[config.mk]
export PLATFORM = sky130hd
export DESIGN_NAME = arpeggiator_note_stepper
export DESIGN_NICKNAME = d
export VERILOG_FILES = /design/src/rtl/core/arp_pkg.sv /design/src/rtl/core/arpeggiator_note_stepper.sv
export SDC_FILE = /design/constraint.sdc
export NUM_CORES = 1
export LEC_CHECK = 0
export BUFFER_PORTS_ARGS = -buffer_cell sky130_fd_sc_hd__buf_2
export CAP_MARGIN = 20
export CORE_ASPECT_RATIO = 0.8
export CORE_UTILIZATION = 62
export DETAILED_ROUTE_END_ITERATION = 8
export PLACE_DENSITY = 0.79
export SYNTH_ARGS = -nofsm -noshare
export SYNTH_HDL_FRONTEND = slang
export SYNTH_SLANG_ARGS = --single-unit
[constraint.sdc]
create_clock -name clk -period 5.1 [get_ports clk]
set_input_delay 1.275 -clock clk [delete_from_list [all_inputs] [get_ports clk]]
set_output_delay 1.275 -clock clk [all_outputs]
set_load 0.03 [all_outputs]
[src/rtl/core/arp_pkg.sv]
// Shared types and codes for the arpeggiator note stepper.
// No dependencies; used by the top level and its checker.
`default_nettype none

package arp_pkg;

	// Command codes of an input transaction.
	localparam logic [2:0] CMD_TICK   = 3'd0;
	localparam logic [2:0] CMD_TOGGLE = 3'd1;
	localparam logic [2:0] CMD_PLAY   = 3'd2;
	localparam logic [2:0] CMD_STOP   = 3'd3;
	localparam logic [2:0] CMD_RESET  = 3'd4;

	// Play modes.
	localparam logic [2:0] MODE_UP     = 3'd0;
	localparam logic [2:0] MODE_DOWN   = 3'd1;
	localparam logic [2:0] MODE_UPDOWN = 3'd2;
	localparam logic [2:0] MODE_ORDER  = 3'd3;
	localparam logic [2:0] MODE_RANDOM = 3'd4;

	// Register indexes (byte address divided by four).
	localparam logic [1:0] REG_PLAY_MODE   = 2'd0;
	localparam logic [1:0] REG_LOOP_ENABLE = 2'd1;
	localparam logic [1:0] REG_STEP_FRAMES = 2'd2;
	localparam logic [1:0] REG_GATE_FRAMES = 2'd3;

	// Reset values.
	localparam logic [15:0] STEP_FRAMES_RST = 16'd12000;
	localparam logic [15:0] GATE_FRAMES_RST = 16'd9600;
	localparam logic [31:0] RANDOM_SEED     = 32'h005a17b3;

	typedef struct packed {
		logic [2:0] command;
		logic [6:0] note_number;
	} in_t;

	typedef struct packed {
		logic       note_start;
		logic [6:0] note_value;
		logic       gate_open;
		logic       playing;
		logic       accepted;
	} out_t;

endpackage

`default_nettype wire

[src/rtl/core/arpeggiator_note_stepper.sv]
// Arpeggiator note stepper: sequencer, note memories and configuration registers.
// Depends on arp_pkg.
//
// Usage: one input transaction (command, note_number) on in_valid/in_ready gives
// exactly one result transaction on out_valid/out_ready. Registers are to be
// written through the APB-style port while the block is idle; the block itself
// does not enforce this. pready is always high. The block works on one
// transaction at a time and drops in_ready meanwhile. In random mode the note
// index comes from a one-bit-per-cycle remainder over the 32-bit random word.
// After a toggle that adds or removes a note the play order is rebuilt, in up,
// down and up-down modes by ranking each note against all others through one
// shared compare unit; the note memories have registered reads. After a
// play-mode change the next transaction first pays one such rebuild.
// Reset clears the note count, run state and counters, and loads the register
// defaults. The result sits in an output register, so a new transaction is
// taken while it waits; a stalled receiver holds back the next result, and no
// further transaction is taken until that result is placed.
`default_nettype none

module arpeggiator_note_stepper #(
	parameter int MAX_NOTES = 16
) (
	input  wire logic          clk,
	input  wire logic          arst_n,
	input  wire logic          in_valid,
	output logic               in_ready,
	input  wire arp_pkg::in_t  in_data,
	output logic               out_valid,
	input  wire logic          out_ready,
	output arp_pkg::out_t      out_data,
	input  wire logic          psel,
	input  wire logic          penable,
	input  wire logic          pwrite,
	input  wire logic [3:0]    paddr,
	input  wire logic [31:0]   pwdata,
	output logic [31:0]        prdata,
	output logic               pready
);
	import arp_pkg::*;

	localparam int IW  = $clog2(MAX_NOTES);
	localparam int CW  = $clog2(MAX_NOTES + 1);
	localparam int PW  = $clog2(2 * MAX_NOTES);
	localparam int PW1 = PW + 1;
	localparam int RW  = IW + 1;

	localparam logic [3:0] S_IDLE  = 4'd0;
	localparam logic [3:0] S_EXEC  = 4'd1;
	localparam logic [3:0] S_SRCH  = 4'd2;
	localparam logic [3:0] S_SHR   = 4'd3;
	localparam logic [3:0] S_SHW   = 4'd4;
	localparam logic [3:0] S_RLOAD = 4'd5;
	localparam logic [3:0] S_RGET  = 4'd6;
	localparam logic [3:0] S_RANK  = 4'd7;
	localparam logic [3:0] S_RWR   = 4'd8;
	localparam logic [3:0] S_RFIN  = 4'd9;
	localparam logic [3:0] S_PICK  = 4'd10;
	localparam logic [3:0] S_DIV   = 4'd11;
	localparam logic [3:0] S_PADDR = 4'd12;
	localparam logic [3:0] S_PFIN  = 4'd13;
	localparam logic [3:0] S_DONE  = 4'd14;

	// Configuration registers.
	logic [2:0]  mode_q;
	logic        loop_q;
	logic [15:0] step_q;
	logic [15:0] gate_q;

	// Sequencer and run state.
	logic [3:0]    state_q;
	logic [2:0]    cmd_q;
	logic [6:0]    note_q;
	logic [CW-1:0] cnt_q;
	logic [PW-1:0] cursor_q;
	logic [15:0]   elapsed_q;
	logic          run_q;
	logic          fresh_q;
	logic          svalid_q;
	logic [6:0]    snote_q;
	logic [31:0]   rnd_q;
	logic          dirty_q;
	logic          map_q;
	logic          desc_q;
	logic [CW-1:0] i_q;
	logic [CW-1:0] j_q;
	logic          cmpv_q;
	logic          found_q;
	logic [IW-1:0] fidx_q;
	logic [IW-1:0] rank_q;
	logic [IW-1:0] cur_q;
	logic          curv_q;
	logic [6:0]    ei_q;
	logic [IW-1:0] idx_q;
	logic [IW-1:0] rem_q;
	logic [4:0]    bit_q;
	logic          res_start_q;
	logic          res_gate_q;
	logic          res_acc_q;
	logic          out_valid_q;
	out_t          out_q;

	// Note memories.
	logic [6:0]    entry_mem [MAX_NOTES];
	logic [6:0]    order_mem [MAX_NOTES];
	logic [6:0]    ent_rd_q;
	logic [6:0]    ord_rd_q;
	logic          ent_we;
	logic [IW-1:0] ent_wa;
	logic [IW-1:0] ent_ra;
	logic [6:0]    ent_wd;
	logic          ord_we;
	logic [IW-1:0] ord_wa;
	logic [IW-1:0] ord_ra;
	logic [6:0]    ord_wd;

	// Shared arithmetic.
	logic [15:0]   step_eff;
	logic [15:0]   glen;
	logic          gate_now;
	logic [15:0]   elapsed_inc;
	logic [PW1-1:0] cnt_e;
	logic [PW1-1:0] cur_e;
	logic [PW1-1:0] tcm2;
	logic [PW-1:0]  clen;
	logic [PW-1:0]  cur_p1;
	logic [PW1-1:0] idx_a;
	logic [PW1-1:0] idx_b;
	logic [31:0]   xs1;
	logic [31:0]   xs2;
	logic [31:0]   xs3;
	logic [RW-1:0] rem2;
	logic [RW-1:0] rem_nx;
	logic          srch_issue;
	logic          srch_end;
	logic          rank_issue;
	logic          rank_less;
	logic [CW-1:0] fidx_p1;
	logic          cfg_wr;
	logic [2:0]    cfg_mode;

	assign in_ready  = (state_q == S_IDLE);
	assign out_valid = out_valid_q;
	assign out_data  = out_q;
	assign pready    = 1'b1;

	// Step length, clamped gate length and saturating frame count.
	always_comb begin
		step_eff    = (step_q == 16'd0) ? 16'd1 : step_q;
		glen        = (gate_q < step_eff) ? gate_q : step_eff;
		gate_now    = (elapsed_q < glen);
		elapsed_inc = (elapsed_q == 16'hFFFF) ? elapsed_q : elapsed_q + 16'd1;
	end

	// Cycle length and play index derived from the cursor.
	always_comb begin
		cnt_e  = PW1'(cnt_q);
		cur_e  = PW1'(cursor_q);
		tcm2   = (cnt_e << 1) - PW1'(2);
		clen   = (mode_q == MODE_UPDOWN && cnt_q > CW'(1)) ? tcm2[PW-1:0] : PW'(cnt_q);
		cur_p1 = cursor_q + PW'(1);
		idx_a  = cur_e;
		if (mode_q == MODE_UPDOWN && cur_e >= cnt_e) begin
			idx_a = (cur_e <= tcm2) ? tcm2 - cur_e : '0;
		end
		idx_b = (idx_a >= cnt_e) ? '0 : idx_a;
	end

	// Random word update and one remainder step.
	always_comb begin
		xs1    = rnd_q ^ (rnd_q << 13);
		xs2    = xs1 ^ (xs1 >> 17);
		xs3    = xs2 ^ (xs2 << 5);
		rem2   = {rem_q, rnd_q[bit_q]};
		rem_nx = (rem2 >= RW'(cnt_q)) ? rem2 - RW'(cnt_q) : rem2;
	end

	// Search and rank control, and configuration write decode.
	always_comb begin
		srch_issue = (i_q != cnt_q);
		srch_end   = !srch_issue && !cmpv_q;
		rank_issue = (j_q != cnt_q);
		rank_less  = (mode_q == MODE_DOWN) ? (ent_rd_q > ei_q) : (ent_rd_q < ei_q);
		fidx_p1    = CW'(fidx_q) + CW'(1);
		cfg_wr     = psel && penable && pwrite;
		cfg_mode   = (pwdata[2:0] > MODE_RANDOM) ? MODE_UP : pwdata[2:0];
	end

	// Memory port control.
	always_comb begin
		ent_we = 1'b0;
		ent_wa = cnt_q[IW-1:0];
		ent_wd = note_q;
		ent_ra = i_q[IW-1:0];
		ord_we = 1'b0;
		ord_wa = rank_q;
		ord_wd = ei_q;
		ord_ra = idx_q;
		unique case (state_q)
			S_SRCH: begin
				if (srch_end && !found_q && cnt_q != CW'(MAX_NOTES)) begin
					ent_we = 1'b1;
				end
			end
			S_SHR: begin
				ent_ra = IW'(i_q + CW'(1));
			end
			S_SHW: begin
				ent_we = 1'b1;
				ent_wa = i_q[IW-1:0];
				ent_wd = ent_rd_q;
			end
			S_RANK: begin
				ent_ra = j_q[IW-1:0];
			end
			S_RWR: begin
				ord_we = 1'b1;
			end
			default: begin
			end
		endcase
	end

	// Note memories with registered reads.
	always_ff @(posedge clk) begin
		if (ent_we) begin
			entry_mem[ent_wa] <= ent_wd;
		end
		if (ord_we) begin
			order_mem[ord_wa] <= ord_wd;
		end
		ent_rd_q <= entry_mem[ent_ra];
		ord_rd_q <= order_mem[ord_ra];
	end

	// Register read-back.
	always_comb begin
		unique case (paddr[3:2])
			REG_PLAY_MODE:   prdata = {29'd0, mode_q};
			REG_LOOP_ENABLE: prdata = {31'd0, loop_q};
			REG_STEP_FRAMES: prdata = {16'd0, step_q};
			REG_GATE_FRAMES: prdata = {16'd0, gate_q};
		endcase
	end

	// Sequencer, run state and configuration writes.
	always_ff @(posedge clk or negedge arst_n) begin
		if (!arst_n) begin
			mode_q      <= MODE_UP;
			loop_q      <= 1'b1;
			step_q      <= STEP_FRAMES_RST;
			gate_q      <= GATE_FRAMES_RST;
			state_q     <= S_IDLE;
			cmd_q       <= CMD_TICK;
			note_q      <= '0;
			cnt_q       <= '0;
			cursor_q    <= '0;
			elapsed_q   <= '0;
			run_q       <= 1'b0;
			fresh_q     <= 1'b0;
			svalid_q    <= 1'b0;
			snote_q     <= '0;
			rnd_q       <= RANDOM_SEED;
			dirty_q     <= 1'b0;
			map_q       <= 1'b0;
			desc_q      <= 1'b0;
			i_q         <= '0;
			j_q         <= '0;
			cmpv_q      <= 1'b0;
			found_q     <= 1'b0;
			fidx_q      <= '0;
			rank_q      <= '0;
			cur_q       <= '0;
			curv_q      <= 1'b0;
			ei_q        <= '0;
			idx_q       <= '0;
			rem_q       <= '0;
			bit_q       <= '0;
			res_start_q <= 1'b0;
			res_gate_q  <= 1'b0;
			res_acc_q   <= 1'b0;
			out_valid_q <= 1'b0;
			out_q       <= '0;
		end else begin
			if (out_valid_q && out_ready) begin
				out_valid_q <= 1'b0;
			end
			unique case (state_q)
				S_IDLE: begin
					if (in_valid) begin
						cmd_q       <= in_data.command;
						note_q      <= in_data.note_number;
						res_start_q <= 1'b0;
						res_gate_q  <= 1'b0;
						res_acc_q   <= 1'b1;
						if (dirty_q) begin
							// A pending mode change first rebuilds the play order.
							dirty_q <= 1'b0;
							map_q   <= 1'b0;
							i_q     <= '0;
							state_q <= S_RLOAD;
						end else begin
							state_q <= S_EXEC;
						end
					end
				end
				S_EXEC: begin
					state_q <= S_DONE;
					unique case (cmd_q)
						CMD_TICK: begin
							if (run_q) begin
								if (fresh_q) begin
									fresh_q <= 1'b0;
									state_q <= S_PICK;
								end else if (elapsed_q >= step_eff) begin
									if (cur_p1 >= clen) begin
										if (loop_q) begin
											cursor_q  <= '0;
											elapsed_q <= '0;
											state_q   <= S_PICK;
										end else begin
											run_q     <= 1'b0;
											svalid_q  <= 1'b0;
											elapsed_q <= '0;
											fresh_q   <= 1'b0;
										end
									end else begin
										cursor_q  <= cur_p1;
										elapsed_q <= '0;
										state_q   <= S_PICK;
									end
								end else begin
									res_gate_q <= gate_now;
									elapsed_q  <= elapsed_inc;
								end
							end
						end
						CMD_TOGGLE: begin
							i_q     <= '0;
							cmpv_q  <= 1'b0;
							found_q <= 1'b0;
							state_q <= S_SRCH;
						end
						CMD_PLAY: begin
							if (cnt_q == '0) begin
								res_acc_q <= 1'b0;
							end else begin
								run_q     <= 1'b1;
								cursor_q  <= '0;
								elapsed_q <= '0;
								fresh_q   <= 1'b1;
								svalid_q  <= 1'b0;
							end
						end
						CMD_STOP: begin
							run_q     <= 1'b0;
							svalid_q  <= 1'b0;
							elapsed_q <= '0;
							fresh_q   <= 1'b0;
						end
						CMD_RESET: begin
							cursor_q  <= '0;
							elapsed_q <= '0;
							if (run_q) begin
								fresh_q <= 1'b1;
							end
						end
						default: begin
							res_acc_q <= 1'b0;
						end
					endcase
				end
				S_SRCH: begin
					// Pipelined scan of the entry table for the toggled note.
					if (srch_issue) begin
						i_q <= i_q + CW'(1);
					end
					cmpv_q <= srch_issue;
					if (cmpv_q && ent_rd_q == note_q) begin
						found_q <= 1'b1;
						fidx_q  <= IW'(i_q - CW'(1));
					end
					if (srch_end) begin
						desc_q <= (mode_q == MODE_UPDOWN) && (cur_e >= cnt_e);
						map_q  <= 1'b1;
						curv_q <= 1'b0;
						if (found_q) begin
							if (fidx_p1 < cnt_q) begin
								i_q     <= CW'(fidx_q);
								state_q <= S_SHR;
							end else begin
								cnt_q   <= cnt_q - CW'(1);
								i_q     <= '0;
								state_q <= S_RLOAD;
							end
						end else if (cnt_q == CW'(MAX_NOTES)) begin
							res_acc_q <= 1'b0;
							state_q   <= S_DONE;
						end else begin
							cnt_q   <= cnt_q + CW'(1);
							i_q     <= '0;
							state_q <= S_RLOAD;
						end
					end
				end
				S_SHR: begin
					state_q <= S_SHW;
				end
				S_SHW: begin
					// Close the gap left by the removed note.
					if (i_q + CW'(2) < cnt_q) begin
						i_q     <= i_q + CW'(1);
						state_q <= S_SHR;
					end else begin
						cnt_q   <= cnt_q - CW'(1);
						i_q     <= '0;
						state_q <= S_RLOAD;
					end
				end
				S_RLOAD: begin
					state_q <= (i_q == cnt_q) ? S_RFIN : S_RGET;
				end
				S_RGET: begin
					ei_q   <= ent_rd_q;
					j_q    <= '0;
					cmpv_q <= 1'b0;
					if (mode_q == MODE_ORDER || mode_q == MODE_RANDOM) begin
						rank_q  <= i_q[IW-1:0];
						state_q <= S_RWR;
					end else begin
						rank_q  <= '0;
						state_q <= S_RANK;
					end
				end
				S_RANK: begin
					// Count the notes that sort ahead of this one.
					if (rank_issue) begin
						j_q <= j_q + CW'(1);
					end
					cmpv_q <= rank_issue;
					if (cmpv_q && rank_less) begin
						rank_q <= rank_q + IW'(1);
					end
					if (!rank_issue && !cmpv_q) begin
						state_q <= S_RWR;
					end
				end
				S_RWR: begin
					if (map_q && svalid_q && ei_q == snote_q) begin
						cur_q  <= rank_q;
						curv_q <= 1'b1;
					end
					i_q     <= i_q + CW'(1);
					state_q <= S_RLOAD;
				end
				S_RFIN: begin
					if (!map_q) begin
						state_q <= S_EXEC;
					end else begin
						state_q <= S_DONE;
						// Stop if empty; else follow the sounding note or restart.
						if (cnt_q == '0) begin
							run_q     <= 1'b0;
							svalid_q  <= 1'b0;
							elapsed_q <= '0;
							fresh_q   <= 1'b0;
						end else if (run_q && !curv_q) begin
							cursor_q  <= '0;
							elapsed_q <= '0;
							fresh_q   <= 1'b1;
						end else if (curv_q && mode_q != MODE_RANDOM) begin
							if (desc_q && cur_q != '0 && PW1'(cur_q) < cnt_e - PW1'(1)) begin
								cursor_q <= PW'(tcm2 - PW1'(cur_q));
							end else begin
								cursor_q <= PW'(cur_q);
							end
						end else if (cursor_q >= clen) begin
							cursor_q <= '0;
						end
					end
				end
				S_PICK: begin
					if (mode_q == MODE_RANDOM) begin
						rnd_q   <= xs3;
						rem_q   <= '0;
						bit_q   <= 5'd31;
						state_q <= S_DIV;
					end else begin
						idx_q   <= idx_b[IW-1:0];
						state_q <= S_PADDR;
					end
				end
				S_DIV: begin
					// Restoring remainder, one bit of the random word per cycle.
					rem_q <= rem_nx[IW-1:0];
					bit_q <= bit_q - 5'd1;
					if (bit_q == 5'd0) begin
						idx_q   <= rem_nx[IW-1:0];
						state_q <= S_PADDR;
					end
				end
				S_PADDR: begin
					state_q <= S_PFIN;
				end
				S_PFIN: begin
					snote_q     <= ord_rd_q;
					svalid_q    <= 1'b1;
					res_start_q <= 1'b1;
					res_gate_q  <= gate_now;
					elapsed_q   <= elapsed_inc;
					state_q     <= S_DONE;
				end
				S_DONE: begin
					if (!out_valid_q || out_ready) begin
						out_valid_q      <= 1'b1;
						out_q.note_start <= res_start_q;
						out_q.note_value <= svalid_q ? snote_q : 7'd0;
						out_q.gate_open  <= res_gate_q;
						out_q.playing    <= run_q;
						out_q.accepted   <= res_acc_q;
						state_q          <= S_IDLE;
					end
				end
				default: begin
					state_q <= S_IDLE;
				end
			endcase

			// Register writes are to arrive only while the sequencer is idle; this block does not enforce it.
			if (cfg_wr) begin
				unique case (paddr[3:2])
					REG_PLAY_MODE: begin
						if (cfg_mode != mode_q) begin
							mode_q  <= cfg_mode;
							dirty_q <= 1'b1;
							if (cnt_q == '0) begin
								run_q     <= 1'b0;
								svalid_q  <= 1'b0;
								elapsed_q <= '0;
								fresh_q   <= 1'b0;
							end else begin
								cursor_q  <= '0;
								elapsed_q <= '0;
								if (run_q) begin
									fresh_q <= 1'b1;
								end
							end
						end
					end
					REG_LOOP_ENABLE: loop_q <= pwdata[0];
					REG_STEP_FRAMES: step_q <= pwdata[15:0];
					REG_GATE_FRAMES: gate_q <= pwdata[15:0];
				endcase
			end
		end
	end

endmodule

`default_nettype wire

# Yosys cells after proc, flatten, opt, wreduce, memory -nomap -nowiden
# Memories as Yosys holds them, arrays and structs flattened. A register that Yosys moved wholly into a read port is not among the register bits.
# Index checks and enable logic that the tools add are counted.
# totals
regBits,181
ram_bits,224
out_inout_bits,46
wordCells,382
n_memories,2
# classes
add_sub_neg,16
magnitude_cmp,17
n_eq_ne,59
n_mux,177
bitwise_logic,3
reduce_logical,69
# memory_table
name,words,width,read_ports,rd_ports_with_merged_regs,write_ports,line,rtl
entry_mem,16,7,1,1,1,arpeggiator_note_stepper.sv:103,logic [6:0] entry_mem [MAX_NOTES];
order_mem,16,7,1,1,1,arpeggiator_note_stepper.sv:104,logic [6:0] order_mem [MAX_NOTES];
# op_table
cell,n
$mux 16,13
$mux 5,32
$pmux 32 s4,1
$pmux 16 s3,2
$mux 4,23
$mux 1,68
$xor 32x32->32,2
$pmux 4 s15,1
$pmux 4 s2,5
$pmux 5 s2,4
$ne 2x2->1 const B,18
$lt 16x16->1,2
$xor 32x15->32,1
$eq 4x4->1 const B,7
$reduce_and 2->1,14
$pmux 5 s5,1
$add 5x1->5 const B,4
$ge 5x5->1,4
$mux 3,6
$logic_and 1x1->1,17
$add 16x1->16 const B,1
$eq 16x16->1 const B,1
$eq 4x3->1 const B,4
$ge 16x16->1,1
59 further kinds,109

# Logic depth before layout (Yosys ltp)
# depth
depth_word,14
mapped_depth,19
mapped_depth_nobuf,18

# Least setup slack after synthesis
# Ideal clock, no wire load.
# synth_timing
path_type,flip-flop to flip-flop
startpoint,register cnt_q[0]
endpoint,register idx_q[0]
setup_time_ps,78
arrival_ps,4087
required_ps,5022
slack_ps,936
stages_incl_launch_ff,20
period_less_slack_ps,4164
path_cell_list,dfrtp_1 > clkbuf_1 > inv_1 > ha_1 > inv_1 > ha_1 > a21o_1 > a21oi_1 > nand2_1 > a211o_1 > nor2b_1 > a22o_1 > ha_1 > a21o_1 > a21o_1 > a21oi_1 > nor2b_1 > a2111o_1 > o21ba_1 > a21oi_1
# synth_between
elab_chain_cells,8
elab_cells_between_ends,15
classes_between,add/sub (3); order compare (4); mux (7); reduce/logical (1)
# synth_rtl
item,line,rtl
start: declaration,arpeggiator_note_stepper.sv:73,logic [CW-1:0] cnt_q;
start signal: assignment,arpeggiator_note_stepper.sv:391,cnt_q <= cnt_q - CW'(1);
start signal: assignment,arpeggiator_note_stepper.sv:399,cnt_q <= cnt_q + CW'(1);
start signal: assignment,arpeggiator_note_stepper.sv:414,cnt_q <= cnt_q - CW'(1);
$sub 6x2->6,arpeggiator_note_stepper.sv:158,tcm2 = (cnt_e << 1) - PW1'(2);
$sub 6x5->6 or $le 5x6->1 (tied branches),arpeggiator_note_stepper.sv:163,idx_a = (cur_e <= tcm2) ? tcm2 - cur_e : '0;
$mux 6,arpeggiator_note_stepper.sv:163,
$mux 6,arpeggiator_note_stepper.sv:162,if (mode_q == MODE_UPDOWN && cur_e >= cnt_e) begin
$ge 6x5->1,arpeggiator_note_stepper.sv:165,idx_b = (idx_a >= cnt_e) ? '0 : idx_a;
$mux 4,arpeggiator_note_stepper.sv:165,
$mux 4,arpeggiator_note_stepper.sv:482,if (mode_q == MODE_RANDOM) begin
$pmux 4 s2 *,arpeggiator_note_stepper.sv:287,unique case (state_q)
end signal: assignment,arpeggiator_note_stepper.sv:488,idx_q <= idx_b[IW-1:0];
end signal: assignment,arpeggiator_note_stepper.sv:497,idx_q <= rem_nx[IW-1:0];
end: declaration,arpeggiator_note_stepper.sv:93,logic [IW-1:0] idx_q;
# Every way passes the cells marked *; elsewhere a longest branch is shown, timed or not. The select of a mux whose other input is x is not followed.
# A chain may end at the register's enable or synchronous reset.

# Worst setup path in the final report
# layout_timing
startpoint,register cnt_q[1]
endpoint,register idx_q[1]
# The elaborated chain is that of the path after synthesis.

==> impl_metrics.yaml <==
outcome:
  status: "finished, final reports clean"
synth:
  synthCells: 1993
  synth_top_flop_cell: "edfxtp_1"
  register_area_share_after_synthesis: 0.508
  mappedNetlistArea_um2: 22800
  number_of_storage_elements_in_the_synthesis_netlist: 419
  synth.lib_cells_used.distinct: 87
  yosysWarnings: 0
  average_footprint_of_a_synthesized_cell_um2: 11.4
  synth_edf_count: 224
  synth_async_sr_flop_share: 0.432
sta:
  finalHoldViolations: 0
  worst_clock_skew_ns: 0.0179
  timing.setup.tns_ns: 0
  pin_slew_with_the_least_headroom_to_its_limit_ns: 1.12
  achievable-frequency_ghz: 0.235
  timing.slew.headroom: 0.255
  finalSetupViolations: 0
  final.min_clock_period_ns: 4.25
  grt_setup_unrepaired: "false"
  timing.final.max_slew_violations: 0
  final.period_utilization: 0.833
place:
  finalWeightedCongestion: 0.956
  placedInstanceArea_um2: 23500
  detailedPlacementHpwl_um: 38900
  io_buffers: 63
finish:
  final_cell_mix: "nand2_1 (244), edfxtp_1 (224), dfrtp_1 (155)"
  nNetsFinal: 2196
  drive_above_1_share: 0.154
  areaGrowthSynthToFinish_pct: 9.53
  final_area_um2: 24900
  commonest_non_fill_non_tap_cell_in_the_layout: "nand2_1"
  finalCoreUtilization: 0.693
grt:
  final_global_route_overflow_total: 0
  overall_global_routing_resource_usage: 0.300
  grt_max_degree: 71
  first_pass_grt_wire_length_um: 88000
  grt_antenna_before_repair: 1
  first_global_vias: 15792
worst_setup_path:
  path_max_fanout: 9
  required_ns: 5.59
  regToRegStartpoint: "cnt_q[1]"
  endpoint_kind: "register"
  cp.arrival_ns: 4.74
  worst-setup-path-type: "register to register"
  crit_start: "cnt_q[1]"
  crit_path_start_kind: "register"
floorplan:
  height_of_the_die_um: 173
  design.portCount: 99
  dieArea_um2: 37500
  initial_utilization: 0.632
  core_region_area_um2: 36000
  die-width_um: 216
  std_cell_rows: 62
detailed_routing:
  dr_total_vias: 16274
  drt_drc_violations_left: 0
  wl_um: 55400
  vias_per_cell: 6.40
  detail_route.iter0.violations: 2277
  ant_nets: 0
  detail_route.wl_per_cell_um: 21.8
  drt_first_pass_iters: 6
clocking:
  cts_made_buffers: 43
  htree_num_levels: 2
  cts.reportedPaths.clkPinSlew_ns: 0.06
  cts-root-buf: "clkbuf_16"
  cts_resized: 0
  cts_setup_buffers: 0
  cts_hold_buf: 0
  clock_latency_ns: 0.58
  clock_tree.buffer_depth: 3
  cts_tree: "done"
  clkSinkCount: 419
min_path:
  worstHoldPathType: "register to register"
  min-delay-start: "ord_rd_q[6]"
power_and_ir_drop:
  power.static_leakage_uw: 0.0100
  power_uw: 14700
  cellPowerDensity_nw_per_um2: 588
  vdd_ir_drop_max_mv: 0.408
flow_run:
  max-cap-violations: 0
[routing by layer]
| metal | GRT usage | vias to the layer above | wire, µm |
|---|---|---|---|
| li1 | - | 7344 | - |
| met5 | 0 | - | 0 |
| met2 | 0.448 | 719 | 24800 |
| met4 | 0.0836 | 0 | 1460 |
| met3 | 0.0563 | 128 | 4650 |
| met1 | 0.452 | 8083 | 24500 |
[Yosys cell counts, drive strengths merged, types with 23 or more instances]
cell type / count / share of area
clkbuf: 76 / 0.013
inv: 75 / 0.012
nor2b: 28 / 0.0077
mux4: 74 / 0.073
xnor2: 82 / 0.032
a31oi: 24 / 0.0066
a21oi: 89 / 0.020
xor2: 57 / 0.022
dfrtp: 156 / 0.17
o21ai: 128 / 0.028
nand2b: 23 / 0.0063
a21o: 33 / 0.011
nor3: 31 / 0.0070
buf: 38 / 0.010
ha: 112 / 0.062
mux2i: 37 / 0.016
nand2: 244 / 0.040
mux2: 38 / 0.019
dfstp: 25 / 0.029
nand3: 47 / 0.010
nor2: 116 / 0.019
edfxtp: 224 / 0.30
[logic make-up after synthesis]
kind of cell,Yosys count,synth area share
buf+inv,189,0.0349
flops,419,0.508
other cells,2,0.000330
compound gates,393,0.110
mux,149,0.108
simple gates,587,0.121
xor+xnor,139,0.0535
fa+ha+maj,115,0.0642
[area by class of cell]
class	count	area, µm²
clock buffer	59	1190
tap	480	601
multi-input combinational	1400	10500
antenna	1	2.50
fill	2607	11100
inverter	75	282
clock inverter	21	255
sequential	419	11600
timing repair buffer	89	519
[sequential cells by signal (all words and copies together) (netlist names), 4 cells and up]
signal	cells
j_q	5
entry_mem	112
snote_q	7
ent_rd_q	7
ei_q	7
out_data	11
rem_q	4
cnt_q	5
rnd_q	32
cur_q	4
order_mem	112
elapsed_q	16
idx_q	4
i_q	5
bit_q	5
gate_q	16
note_q	7
state_q	4
step_q	16
ord_wa	4
ord_rd_q	7
fidx_q	4
cursor_q	5
[path summary, 6_finish.rpt]
| path | endpoint | slack (ns) | depth (start not counted) |
|---|---|---|---|
| max | idx_q[1] | 0.85 | 18 |
| min | snote_q[6] | 0.43 | 2 |
| max reg2reg | idx_q[1] | 0.85 | 18 |
| min reg2reg | snote_q[6] | 0.43 | 2 |
| max in group asynchronous | gate_q[12] | 3.31 | 2 |
| min in group asynchronous | i_q[0] | 0.71 | 1 |
[worst max-delay path, cell delays in order, from the launching register on]
cell	delay [ns]
dfrtp_1	0.56
inv_1	0.12
ha_1	0.32
inv_1	0.16
ha_1	0.31
a21o_1	0.19
a21oi_1	0.22
nand2_1	0.08
a211o_1	0.30
o21ai_0	0.30
ha_1	0.30
nand2b_1	0.14
a21o_1	0.17
a21o_1	0.17
a21oi_1	0.14
nor2b_1	0.08
a2111oi_2	0.32
a2bb2oi_1	0.13
a21oi_1	0.15
[per-stage QoR]
stage	worst slack (ns)	cells	hold WS, ns
after global routing	0.482	2544	0.434
after floorplan	0.936	2008	0.398
final	0.854	2544	0.425
after CTS	0.865	2543	0.425
after detailed placement	0.893	2463	0.418
after global placement	0.991	2463	0.405
[report_power, final]
part           switching [µW]  internal, µW
clock network            1360          1860
registers                 899          4440
logic                    3600          2500
total                    5860          8800
Power figures use the tool's default switching activity.
